File: config.mk
export PLATFORM = sky130hd
export DESIGN_NAME = bls_cell
export DESIGN_NICKNAME = d
export VERILOG_FILES = /design/src/rtl/bls_pkg.sv /design/src/rtl/bls_cell.sv
export SDC_FILE = /design/constraint.sdc
export NUM_CORES = 1
export LEC_CHECK = 0
export ABC_CLOCK_PERIOD_IN_PS = 1530
export BUFFER_PORTS_ARGS = -buffer_cell sky130_fd_sc_hd__buf_2
export CORE_UTILIZATION = 37
export CTS_CLUSTER_DIAMETER = 120
export CTS_CLUSTER_SIZE = 28
export DETAILED_ROUTE_END_ITERATION = 10
export GPL_TIMING_DRIVEN = 0
export PLACE_DENSITY_LB_ADDON = 0.3
export SETUP_SLACK_MARGIN = 0.5
export SLEW_MARGIN = 5
export SYNTH_ARGS = -nofsm -noshare
export SYNTH_HDL_FRONTEND = slang
export SYNTH_SLANG_ARGS = --single-unit
File: constraint.sdc
create_clock -name i_clk -period 1.53 [get_ports i_clk]
set_clock_uncertainty 0.05 [all_clocks]
set_input_delay 0.153 -clock i_clk [delete_from_list [all_inputs] [get_ports i_clk]]
set_output_delay 0.153 -clock i_clk [all_outputs]
set_load 0.01 [all_outputs]
File: src/rtl/bls_pkg.sv
// Shared types and constants for the bounded LIFO stack.
package bls_pkg;

    localparam int DEPTH      = 64;
    localparam int DATA_WIDTH = 32;
    localparam int C_IDX_W    = $clog2(DEPTH);
    localparam int C_CNT_W    = 7;

    typedef logic signed [DATA_WIDTH-1:0] t_data;
    typedef logic [C_CNT_W-1:0]           t_count;
    typedef logic [C_IDX_W-1:0]           t_index;

    typedef enum logic [2:0] {
        ACT_PUSH   = 3'd0,
        ACT_POP    = 3'd1,
        ACT_PEEK   = 3'd2,
        ACT_TOP    = 3'd3,
        ACT_BOTTOM = 3'd4
    } t_action;

    typedef enum logic [1:0] {
        ST_OK       = 2'd0,
        ST_OVERFLOW = 2'd1,
        ST_EMPTY    = 2'd2,
        ST_BADPOS   = 2'd3
    } t_status;

    typedef struct packed {
        logic push;
        logic pop;
    } t_shift_ctl;

    localparam t_count C_CAP_RESET = t_count'(DEPTH);

endpackage

File: src/rtl/bls_cell.sv
// One stack cell: holds a word and shifts it down on push or up on pop.
module bls_cell (
    input  logic                 i_clk,
    input  bls_pkg::t_shift_ctl  i_ctl,
    input  bls_pkg::t_data       i_from_up,
    input  bls_pkg::t_data       i_from_down,
    output bls_pkg::t_data       o_data
);
    import bls_pkg::*;

    t_data r_data;

    always_ff @(posedge i_clk) begin
        if (i_ctl.push) begin
            r_data <= i_from_up;
        end else if (i_ctl.pop) begin
            r_data <= i_from_down;
        end
    end

    assign o_data = r_data;

endmodule
==> flow_metrics.env, run 1 <==
export IMPL_cp_arrival_ns=0.79
export IMPL_portBuffers=97
export IMPL_post_cts_resized_instances=0
export IMPL_path_max_fanout=1
export IMPL_run_status="completed"
export IMPL_cts_hold_fix_buffers=0
export IMPL_antenna_found_initial=0
export IMPL_synth_adder_area_share_pct=0
export IMPL_synth_top_cells_by_area="sky130_fd_sc_hd__edfxtp_1, sky130_fd_sc_hd__mux2_4, sky130_fd_sc_hd__buf_12, sky130_fd_sc_hd__mux2_2, sky130_fd_sc_hd__buf_6"
export IMPL_synth_xor_area_share_pct=0
export IMPL_cp_cell_sequence="buf_2"
export IMPL_synth_compound_gate_area_share_pct=0
export IMPL_wire_per_inst_um=13.2
export IMPL_ctsLongestPathBuffers=2
export IMPL_cts_setup_buffers=0
export IMPL_firstDrtPassIters=3
export IMPL_drt_total_wl_um=2920
export IMPL_dp_hpwl_um=2270
export IMPL_drive_gt1_share_pct=80.3
export IMPL_hold_class="in2reg"
export IMPL_tightest_slew_margin_relative_to_the_limit_pct=70.6
export IMPL_floorplan_rows=22
export IMPL_floorplan_initialDensity_pct=40.0
export IMPL_die_area_um2=4330
export IMPL_antennaDiodeCount=0
export IMPL_grt_pass1_vias=1030
export IMPL_max_vdd_ir_drop_v=0.000508
export IMPL_rsz_0062_raised_after_global_routing="false"
export IMPL_synth_top_cell_area_share_pct=63.7
export IMPL_core_region_area_um2=3770
export IMPL_timing_critical_path_required_ns=1.33
export IMPL_largest_family_of_logic_cells_by_synthesized_area="multiplexers"
export IMPL_setup_worst_path_end_class="output port"
export IMPL_drc=0
export IMPL_synthesized_area_um2=1510
export IMPL_ys_seq_elements=32
export IMPL_finalSetupTns_ns=0
export IMPL_first_iter_violations=43
export IMPL_cts_htree_levels=2
export IMPL_cpMaxStageDelayCell="sky130_fd_sc_hd__edfxtp_1"
export IMPL_achievable_frequency_mhz=1010
export IMPL_netlist_instances=69
export IMPL_setup_viol=0
export IMPL_placed_cell_area_um2=2060
export IMPL_yosys_area_top_type="sky130_fd_sc_hd__edfxtp_1"
export IMPL_fillCellCount=303
export IMPL_largest_register_ffs=32
export IMPL_yosysUniqueCellTypes=6
export IMPL_die_width_um=65.8
export IMPL_crit_path_start_kind="flip-flop"
export IMPL_gpl_final_weighted_congestion=0.656
export IMPL_report_final_slew_viol_count=0
export IMPL_tritoncts="yes"
export IMPL_grt_pass1_wl_um=4290
export IMPL_antenna_violating_nets_post_route=0
export IMPL_finalHoldViolCount=0
export IMPL_drt_vias_per_instance=4.52
export IMPL_worst_pin_slew_ns=0.441
export IMPL_largest_net_degree_at_the_start_of_global_routing=33
export IMPL_crit_family="flip-flops"
export IMPL_period_share_pct=64.8
export IMPL_simple_logic_cell_fraction_of_the_synthesized_area_pct=0.415
export IMPL_num_vias=998
export IMPL_worst_setup_hold_path_clk_slew_ns=0.06
export IMPL_grt_remaining_overflow=0
export IMPL_crit_buf_inv=1
export IMPL_total_leakage_power_nw=1.04
export IMPL_flow_area_growth_from_synthesis_pct=42.0
export IMPL_synth_seq_area_share_pct=63.7
export IMPL_avgSynthCellArea_um2=21.9
export IMPL_min_clock_period_post_route_ns=0.992
export IMPL_maxCapViolCount=0
export IMPL_critical_path_class="reg2out"
export IMPL_final_design_area_no_fill_um2=2140
export IMPL_io_pins=99
export IMPL_num_nets_final=240
export IMPL_critical_path_max_stage_delay_ns=0.36
export IMPL_synthesis_nets=136
export IMPL_clock_sinks=32
export IMPL_cts_buffers=5
export IMPL_yosys_warnings=0
export IMPL_clock_tree_root_cell="sky130_fd_sc_hd__clkbuf_8"
export IMPL_die_h_um=65.8
export IMPL_total_routing_usage_gr_pct=13.9
export IMPL_power_per_cell_area_nw_per_um2=965
export IMPL_post_synth_mux_area_share_pct=31.1
==> cells in the mapped netlist, drive strengths merged <==
library cell and number:
mux2 32, buf 4, or2 1, edfxtp 32
==> metal layers <==
metal	GRT usage, %	wire (um)
met1	12.2	1030
met2	25.4	1450
met3	6.55	384
met4	7.88	50
met5	0	0
==> metrics by stage <==
stage	util [%]	instances	hold slack, ns	power (mW)	setup WS (ns)
2_1_floorplan	-	69	0.320	1.33	0.427
3_3_place_gp	54.7	214	0.403	1.51	0.316
3_5_place_dp	54.7	214	0.406	1.52	0.290
4_1_cts	56.8	221	0.117	2.09	0.525
5_1_grt	56.8	221	0.120	2.15	0.500
6_report	56.8	221	0.128	2.07	0.538
==> cell type report <==
| type | instances | area, um2 | share of cell area, % |
|---|---|---|---|
| well taps | 48 | 60.1 | 2.81 |
| clock inverters | 2 | 7.51 | 0.351 |
| multi-input cells | 33 | 478 | 22.3 |
| repair buffers | 97 | 485 | 22.7 |
| plain buffers | 4 | 80.1 | 3.74 |
| flip-flops and latches | 32 | 961 | 44.9 |
| clock buffers | 5 | 68.8 | 3.21 |
==> final timing paths <==
| check | end | depth (start not counted) | slack [ns] | startpoint |
|---|---|---|---|---|
| worst min-delay path | o_data[31] | 2 | 0.13 | i_from_down[31] |
| worst max-delay path | o_data[5] | 1 | 0.54 | o_data[5] |
==> cells in the final DEF, fill, tap and decap left out <==
cell type / n
sky130_fd_sc_hd__clkinv_1: 2
sky130_fd_sc_hd__buf_12: 4
sky130_fd_sc_hd__edfxtp_1: 32
sky130_fd_sc_hd__clkbuf_8: 5
sky130_fd_sc_hd__or2_4: 1
sky130_fd_sc_hd__mux2_2: 3
sky130_fd_sc_hd__buf_2: 97
sky130_fd_sc_hd__mux2_4: 29
==> kinds of logic (layout without fill, tap and decap cells) <==
kind of cell / after synthesis / after routing
buffers and inverters: 4 / 108
flip-flops: 32 / 32
multiplexers: 32 / 32
AND/OR/NAND/NOR: 1 / 1
==> where the power goes <==
group          internal (mW)  switching, mW
clock                  0.299          0.268
combinational          0.236          0.167
sequential              1.08         0.0193
Power figures use the tool's default switching activity.
==> inputs of run 2 (changes only) <==
--- a/config.mk
+++ b/config.mk
@@ -5,9 +5,10 @@
 export SDC_FILE = /design/constraint.sdc
 export NUM_CORES = 1
 export LEC_CHECK = 0
-export ABC_CLOCK_PERIOD_IN_PS = 1530
+export ABC_AREA = 1
+export ABC_CLOCK_PERIOD_IN_PS = 900
 export BUFFER_PORTS_ARGS = -buffer_cell sky130_fd_sc_hd__buf_2
-export CORE_UTILIZATION = 37
+export CORE_UTILIZATION = 36
 export CTS_CLUSTER_DIAMETER = 120
 export CTS_CLUSTER_SIZE = 28
 export DETAILED_ROUTE_END_ITERATION = 10
==> constraint.sdc (replaced) <==
create_clock -name i_clk -period 0.9 [get_ports i_clk]
set_clock_uncertainty 0.05 [all_clocks]
set_input_delay 0.09 -clock i_clk [delete_from_list [all_inputs] [get_ports i_clk]]
set_output_delay 0.09 -clock i_clk [all_outputs]
set_load 0.01 [all_outputs]
==> run 2 against run 1 <==
The run now ends with setup timing left. Sequential share of layout area decreased by 9.1 points. Largest power group unchanged. Die area decreased by 4.3%. Clock-buffer cell count unchanged. Setup slack got worse by 0.59 ns. Largest cell class unchanged. Clock power increased by 76%.
==> flow_metrics.env, run 2 <==
export IMPL_timing_critical_path_required_ns=0.76
export IMPL_report_final_slew_viol_count=0
export IMPL_yosys_area_top_type="sky130_fd_sc_hd__edfxtp_1"
export IMPL_ys_seq_elements=32
export IMPL_io_pins=99
export IMPL_crit_path_start_kind="flip-flop"
export IMPL_first_iter_violations=52
export IMPL_synth_edf_count=32
export IMPL_yosys_warnings=0
export IMPL_grt_pass1_vias=1350
export IMPL_avgSynthCellArea_um2=10.2
export IMPL_simple_logic_cell_fraction_of_the_synthesized_area_pct=26.2
export IMPL_setup_worst_path_end_class="output port"
export IMPL_antennaDiodeCount=0
export IMPL_maxCapViolCount=0
export IMPL_synthesis_nets=204
export IMPL_antenna_found_initial=0
export IMPL_tritoncts="yes"
export IMPL_cp_cell_sequence="buf_2"
export IMPL_cts_htree_levels=2
export IMPL_die_area_um2=4150
export IMPL_hold_path_endpoint="o_data[31]"
export IMPL_min_clock_period_post_route_ns=0.949
export IMPL_placed_cell_area_um2=1950
export IMPL_wire_per_inst_um=14.2
export IMPL_crit_buf_inv=1
export IMPL_clock_sinks=32
export IMPL_core_region_area_um2=3690
export IMPL_synth_adder_area_share_pct=0
export IMPL_die_h_um=64.4
export IMPL_worst_setup_hold_path_clk_slew_ns=0.07
export IMPL_largest_register_ffs=32
export IMPL_synth_top_cells_by_area="sky130_fd_sc_hd__edfxtp_1, sky130_fd_sc_hd__nand2_1, sky130_fd_sc_hd__buf_6, sky130_fd_sc_hd__buf_4, sky130_fd_sc_hd__inv_4"
export IMPL_finalHoldViolCount=0
export IMPL_yosys_most_used_dff="sky130_fd_sc_hd__edfxtp_1"
export IMPL_dpl_cell_count=282
export IMPL_netlist_instances=137
export IMPL_final_core_util_pct=72.8
export IMPL_portBuffers=97
export IMPL_cts_hold_fix_buffers=0
export IMPL_gpl_final_weighted_congestion=0.654
export IMPL_path_max_fanout=1
export IMPL_synth_top_cell_area_share_pct=68.6
export IMPL_setup_slack_ns=-0.0485
export IMPL_worst_pin_slew_ns=0.134
export IMPL_drt_vias_per_instance=4.59
export IMPL_firstDrtPassIters=4
export IMPL_floorplan_rows=22
export IMPL_die_width_um=64.4
export IMPL_cts_buffers=5
export IMPL_cp_arrival_ns=0.81
export IMPL_ys_async_sr_fraction_pct=0
export IMPL_max_vdd_ir_drop_v=0.000872
export IMPL_netlist_top_cells_count="sky130_fd_sc_hd__nand2_1, sky130_fd_sc_hd__edfxtp_1, sky130_fd_sc_hd__buf_6, sky130_fd_sc_hd__buf_4"
export IMPL_clock_tree_root_cell="sky130_fd_sc_hd__clkbuf_8"
export IMPL_antenna_violating_nets_post_route=0
export IMPL_drt_total_wl_um=4350
export IMPL_final_design_area_no_fill_um2=2690
export IMPL_drive_gt1_share_pct=76.4
export IMPL_synth_compound_gate_area_share_pct=0
export IMPL_post_synth_mux_area_share_pct=0
export IMPL_worst_hold_margin_ns=0.0260
export IMPL_floorplan_initialDensity_pct=38.0
export IMPL_power_per_cell_area_nw_per_um2=1430
export IMPL_drc=0
export IMPL_achievable_frequency_mhz=1050
export IMPL_yosysUniqueCellTypes=6
export IMPL_grt_pass1_wl_um=6260
export IMPL_timing_hold_worst_start="i_from_down[31]"
export IMPL_total_routing_usage_gr_pct=21.2
export IMPL_total_leakage_power_nw=1.35
export IMPL_most_common_layout_cells="sky130_fd_sc_hd__buf_2, sky130_fd_sc_hd__nand2_2, sky130_fd_sc_hd__edfxtp_1"
export IMPL_grt_remaining_overflow=0
export IMPL_num_vias=1405
export IMPL_fillCellCount=282
export IMPL_layoutNonFillerInstCount=306
export IMPL_run_status="finished, violations left"
export IMPL_synth_seq_area_share_pct=68.6
export IMPL_cpMaxStageDelayCell="sky130_fd_sc_hd__edfxtp_1"
export IMPL_num_nets_final=325
export IMPL_setup_viol=32
export IMPL_ctsLongestPathBuffers=2
export IMPL_synthesized_area_um2=1400
export IMPL_hold_class="in2reg"
export IMPL_period_share_pct=105
export IMPL_most_frequent_cell_after_synthesis="sky130_fd_sc_hd__nand2_1"
export IMPL_largest_family_of_logic_cells_by_synthesized_area="simple AND/OR/NAND/NOR gates"
export IMPL_flow_area_growth_from_synthesis_pct=91.6
export IMPL_rsz_0062_raised_after_global_routing="true"
export IMPL_synth_xor_area_share_pct=0
export IMPL_failed_checks="setup timing"
export IMPL_layout_commonest_cell="sky130_fd_sc_hd__buf_2"
export IMPL_dp_hpwl_um=2340
export IMPL_largest_net_degree_at_the_start_of_global_routing=10
export IMPL_critical_path_class="reg2out"
export IMPL_timing_hold_worst_path_depth=3
export IMPL_crit_family="flip-flops"
export IMPL_critical_path_max_stage_delay_ns=0.38
export IMPL_tightest_slew_margin_relative_to_the_limit_pct=91.1
==> run 2: cell count changes after synthesis, moves of 3 or more <==
cell and change:
sky130_fd_sc_hd__buf_12 -3, sky130_fd_sc_hd__buf_4 +3, sky130_fd_sc_hd__buf_6 +3, sky130_fd_sc_hd__mux2_2 -3, sky130_fd_sc_hd__mux2_4 -29, sky130_fd_sc_hd__nand2_1 +96
==> run 2: cells by family after synthesis <==
kind of cell / count (synthesis)
and+or+nand+nor: 97
DFF: 32
buffers and inverters: 8
==> run 2: final cells by class <==
class | count | area [um2] | area share [%]
inverters | 1 | 30.0 | 1.12
clock inverters | 2 | 7.51 | 0.280
multi-input cells | 100 | 633 | 23.6
well taps | 48 | 60.1 | 2.24
clock buffers | 5 | 68.8 | 2.56
flip-flops and latches | 32 | 961 | 35.8
repair buffers | 111 | 815 | 30.3
plain buffers | 7 | 110 | 4.10
==> run 2: worst max path at each step <==
stage	start	endpoint	slack [ns]	cells past startpoint
after floorplan	i_ctl[1]	o_data[0]	0.006	2
after global placement	i_ctl[1]	o_data[11]	-0.12	2
after detailed placement	i_ctl[1]	o_data[15]	-0.13	2
after CTS	o_data[20]	o_data[20]	-0.06	1
after global routing	o_data[10]	o_data[10]	-0.09	1
final	o_data[20]	o_data[20]	-0.05	1
==> run 2: worst min-delay path: cells and delay by family <==
family / cells / cell delay (ns)
buf+inv: 1 / 0.09
simple gates: 2 / 0.08
==> run 2: through the flow <==
stage	setup slack (ns)	setup TNS (ns)	power [mW]
after global placement	-0.121	-3.82	2.49
after CTS	-0.0571	-0.890	3.74
after floorplan	0.00623	0	2.18
final	-0.0485	-0.698	3.83
after detailed placement	-0.128	-4.05	2.51
after global routing	-0.0897	-1.63	4.00
==> run 2: what timing repair did <==
item | 4_1_cts | 5_1_grt
gates resized for setup | 78 | 38
pin swaps | 23 | 23
cloned | 10 | 0
setup endpoints to repair | 95 | 96
setup buffers | 5 | 2
==> run 2: layer usage <==
metal,wire [um],track usage [%],vias up
met3,338,7.14,4
met4,41,9.17,0
met1,1600,22.6,651
met2,2370,37.8,65
met5,0,0,-
li1,-,-,685
==> run 2: power breakdown <==
group          switching (mW)  internal [mW]
Combinational           0.469          0.501
Sequential             0.0368           1.83
Clock                   0.487          0.509
==> inputs of run 3 (changes only) <==
--- a/config.mk
+++ b/config.mk
@@ -8,6 +8,7 @@
 export ABC_AREA = 1
 export ABC_CLOCK_PERIOD_IN_PS = 900
 export BUFFER_PORTS_ARGS = -buffer_cell sky130_fd_sc_hd__buf_2
+export CORE_ASPECT_RATIO = 0.5
 export CORE_UTILIZATION = 36
 export CTS_CLUSTER_DIAMETER = 120
 export CTS_CLUSTER_SIZE = 28
==> run 3 against run 2 <==
The run still ends with setup timing left. Via count is 5.4% lower. Sequential share of layout area rose by 2.8 points. First-iteration DRC count down 23%. Cell count decreased by 0.98%. Non-clock buffer count is 7 lower. Critical path depth is the same. Utilization fell by 2.9 points. Clock power is essentially flat.
==> flow_metrics.env, run 3 (synthesized netlist as in run 2, its figures left out) <==
export IMPL_report_final_slew_viol_count=0
export IMPL_critical_path_max_stage_delay_ns=0.38
export IMPL_largest_net_degree_at_the_start_of_global_routing=11
export IMPL_most_common_layout_cells="sky130_fd_sc_hd__buf_2, sky130_fd_sc_hd__nand2_1, sky130_fd_sc_hd__nand2_2"
export IMPL_crit_path_start_kind="flip-flop"
export IMPL_timing_hold_worst_start="i_from_up[6]"
export IMPL_period_share_pct=105
export IMPL_num_vias=1329
export IMPL_die_h_um=46.1
export IMPL_setup_worst_path_end_class="output port"
export IMPL_setup_slack_ns=-0.0435
export IMPL_setup_viol=28
export IMPL_clock_tree_root_cell="sky130_fd_sc_hd__clkbuf_8"
export IMPL_wire_per_inst_um=12.5
export IMPL_total_leakage_power_nw=1.27
export IMPL_num_nets_final=318
export IMPL_cts_hold_fix_buffers=0
export IMPL_cts_htree_levels=2
export IMPL_final_core_util_pct=69.9
export IMPL_antennaDiodeCount=0
export IMPL_swShare_pct=25.3
export IMPL_floorplan_rows=15
export IMPL_hold_class="in2reg"
export IMPL_grt_remaining_overflow=0
export IMPL_failed_checks="setup timing"
export IMPL_worst_pin_slew_ns=0.129
export IMPL_min_clock_period_post_route_ns=0.944
export IMPL_flow_area_growth_from_synthesis_pct=77.9
export IMPL_drt_total_wl_um=3790
export IMPL_grt_pass1_wl_um=5900
export IMPL_cp_arrival_ns=0.80
export IMPL_worst_setup_hold_path_clk_slew_ns=0.06
export IMPL_power_internal_mw=2.79
export IMPL_final_design_area_no_fill_um2=2490
export IMPL_portBuffers=97
export IMPL_share_comb_of_total_power_pct=22.6
export IMPL_path_max_fanout=1
export IMPL_placed_cell_area_um2=1960
export IMPL_achievable_frequency_mhz=1060
export IMPL_crit_end="o_data[8]"
export IMPL_wl_met3_um=166
export IMPL_gpl_final_weighted_congestion=0.793
export IMPL_rsz_0062_raised_after_global_routing="true"
export IMPL_dp_hpwl_um=2350
export IMPL_drc=0
export IMPL_grt_pass1_vias=1287
export IMPL_finalHoldViolCount=0
export IMPL_drt_vias_per_instance=4.39
export IMPL_tightest_slew_margin_relative_to_the_limit_pct=91.4
export IMPL_critical_path_class="reg2out"
export IMPL_die_width_um=90.2
export IMPL_cpMaxStageDelayCell="sky130_fd_sc_hd__edfxtp_1"
export IMPL_cts_buffers=5
export IMPL_seq_power_share_pct=49.9
export IMPL_io_pins=99
export IMPL_cp_cell_sequence="buf_2"
export IMPL_run_status="finished, violations left"
export IMPL_tritoncts="yes"
export IMPL_power_per_cell_area_nw_per_um2=1500
export IMPL_ctsLongestPathBuffers=2
export IMPL_crit_buf_inv=1
export IMPL_largest_register_ffs=32
export IMPL_timing_critical_path_from="o_data[8]"
export IMPL_first_iter_violations=40
export IMPL_wl_met2_um=2120
export IMPL_maxCapViolCount=0
export IMPL_met1_length_um=1480
export IMPL_core_region_area_um2=3570
export IMPL_total_routing_usage_gr_pct=19.3
export IMPL_antenna_found_initial=0
export IMPL_layout_commonest_cell="sky130_fd_sc_hd__buf_2"
export IMPL_antenna_violating_nets_post_route=0
export IMPL_die_area_um2=4160
export IMPL_dr_max_layer_used="met4"
export IMPL_max_vdd_ir_drop_v=0.000856
export IMPL_drive_gt1_share_pct=68.3
export IMPL_floorplan_initialDensity_pct=39.3
export IMPL_share_clk_of_total_power_pct=27.5
export IMPL_firstDrtPassIters=4
export IMPL_timing_critical_path_required_ns=0.76
export IMPL_netSwitchingPower_mw=0.947
export IMPL_clock_sinks=32
export IMPL_fillCellCount=275
export IMPL_critical_path_depth=1
export IMPL_crit_family="flip-flops"
## run 3: cell count changes in the layout (fill, tap and decap cells not counted)
cell	previous run	this run
sky130_fd_sc_hd__nand2_2	56	36
sky130_fd_sc_hd__nand2_1	27	45
sky130_fd_sc_hd__buf_16	7	3
sky130_fd_sc_hd__buf_12	6	4
sky130_fd_sc_hd__clkbuf_1	0	2
sky130_fd_sc_hd__nand2_4	13	15
sky130_fd_sc_hd__buf_8	8	7
sky130_fd_sc_hd__clkinv_1	2	1
## run 3: cell type report
cell class | instances | area (um2) | area share [%]
flip-flops and latches | 32 | 961 | 38.6
plain buffers | 7 | 120 | 4.82
clock inverters | 1 | 3.75 | 0.151
clock buffers | 7 | 76.3 | 3.06
well taps | 51 | 63.8 | 2.56
multi-input cells | 100 | 598 | 24.0
inverters | 1 | 30.0 | 1.20
repair buffers | 104 | 639 | 25.7
## run 3: power groups by stage
stage | logic [mW] | registers (mW) | clock network (mW)
finish | 0.846 | 1.86 | 1.03
global route | 0.911 | 1.88 | 1.11
CTS | 0.776 | 1.87 | 1.05
detailed placement | 0.603 | 1.90 | 0
global placement | 0.592 | 1.89 | 0
floorplan | 0.181 | 2.00 | 0
## run 3: through the flow
step | total power [mW] | std cells | setup TNS, ns | setup WS, ns | hold WS, ns
final | 3.74 | 303 | -0.465 | -0.0435 | 0.0300
after global routing | 3.90 | 303 | -1.59 | -0.0805 | 0.0281
after CTS | 3.70 | 303 | -0.851 | -0.0591 | 0.0213
after detailed placement | 2.50 | 285 | -3.88 | -0.122 | 0.308
after global placement | 2.48 | 285 | -3.69 | -0.116 | 0.302
after floorplan | 2.18 | 137 | 0 | 0.00623 | 0.219
## run 3: worst min-delay path by stage
stage	end	slack, ns	cells after the start
floorplan	o_data[0]	0.22	2
global placement	o_data[12]	0.30	3
detailed placement	o_data[0]	0.31	3
CTS	o_data[6]	0.02	3
global route	o_data[18]	0.03	3
finish	o_data[6]	0.03	3
## run 3: routing by layer
| metal | track usage (%) | vias to the layer above |
|---|---|---|
| met3 | 5.12 | 2 |
| li1 | - | 669 |
| met4 | 7.42 | 0 |
| met1 | 21.7 | 616 |
| met5 | 0 | - |
| met2 | 37.1 | 42 |
## run 3: what timing repair did
item,in CTS,in global routing
resized for setup,69,34
endpoints found under the hold margin,0,0
setup buffers,1,0
gates cloned,9,0
pin swaps,17,3
endpoints found under the setup margin,95,96
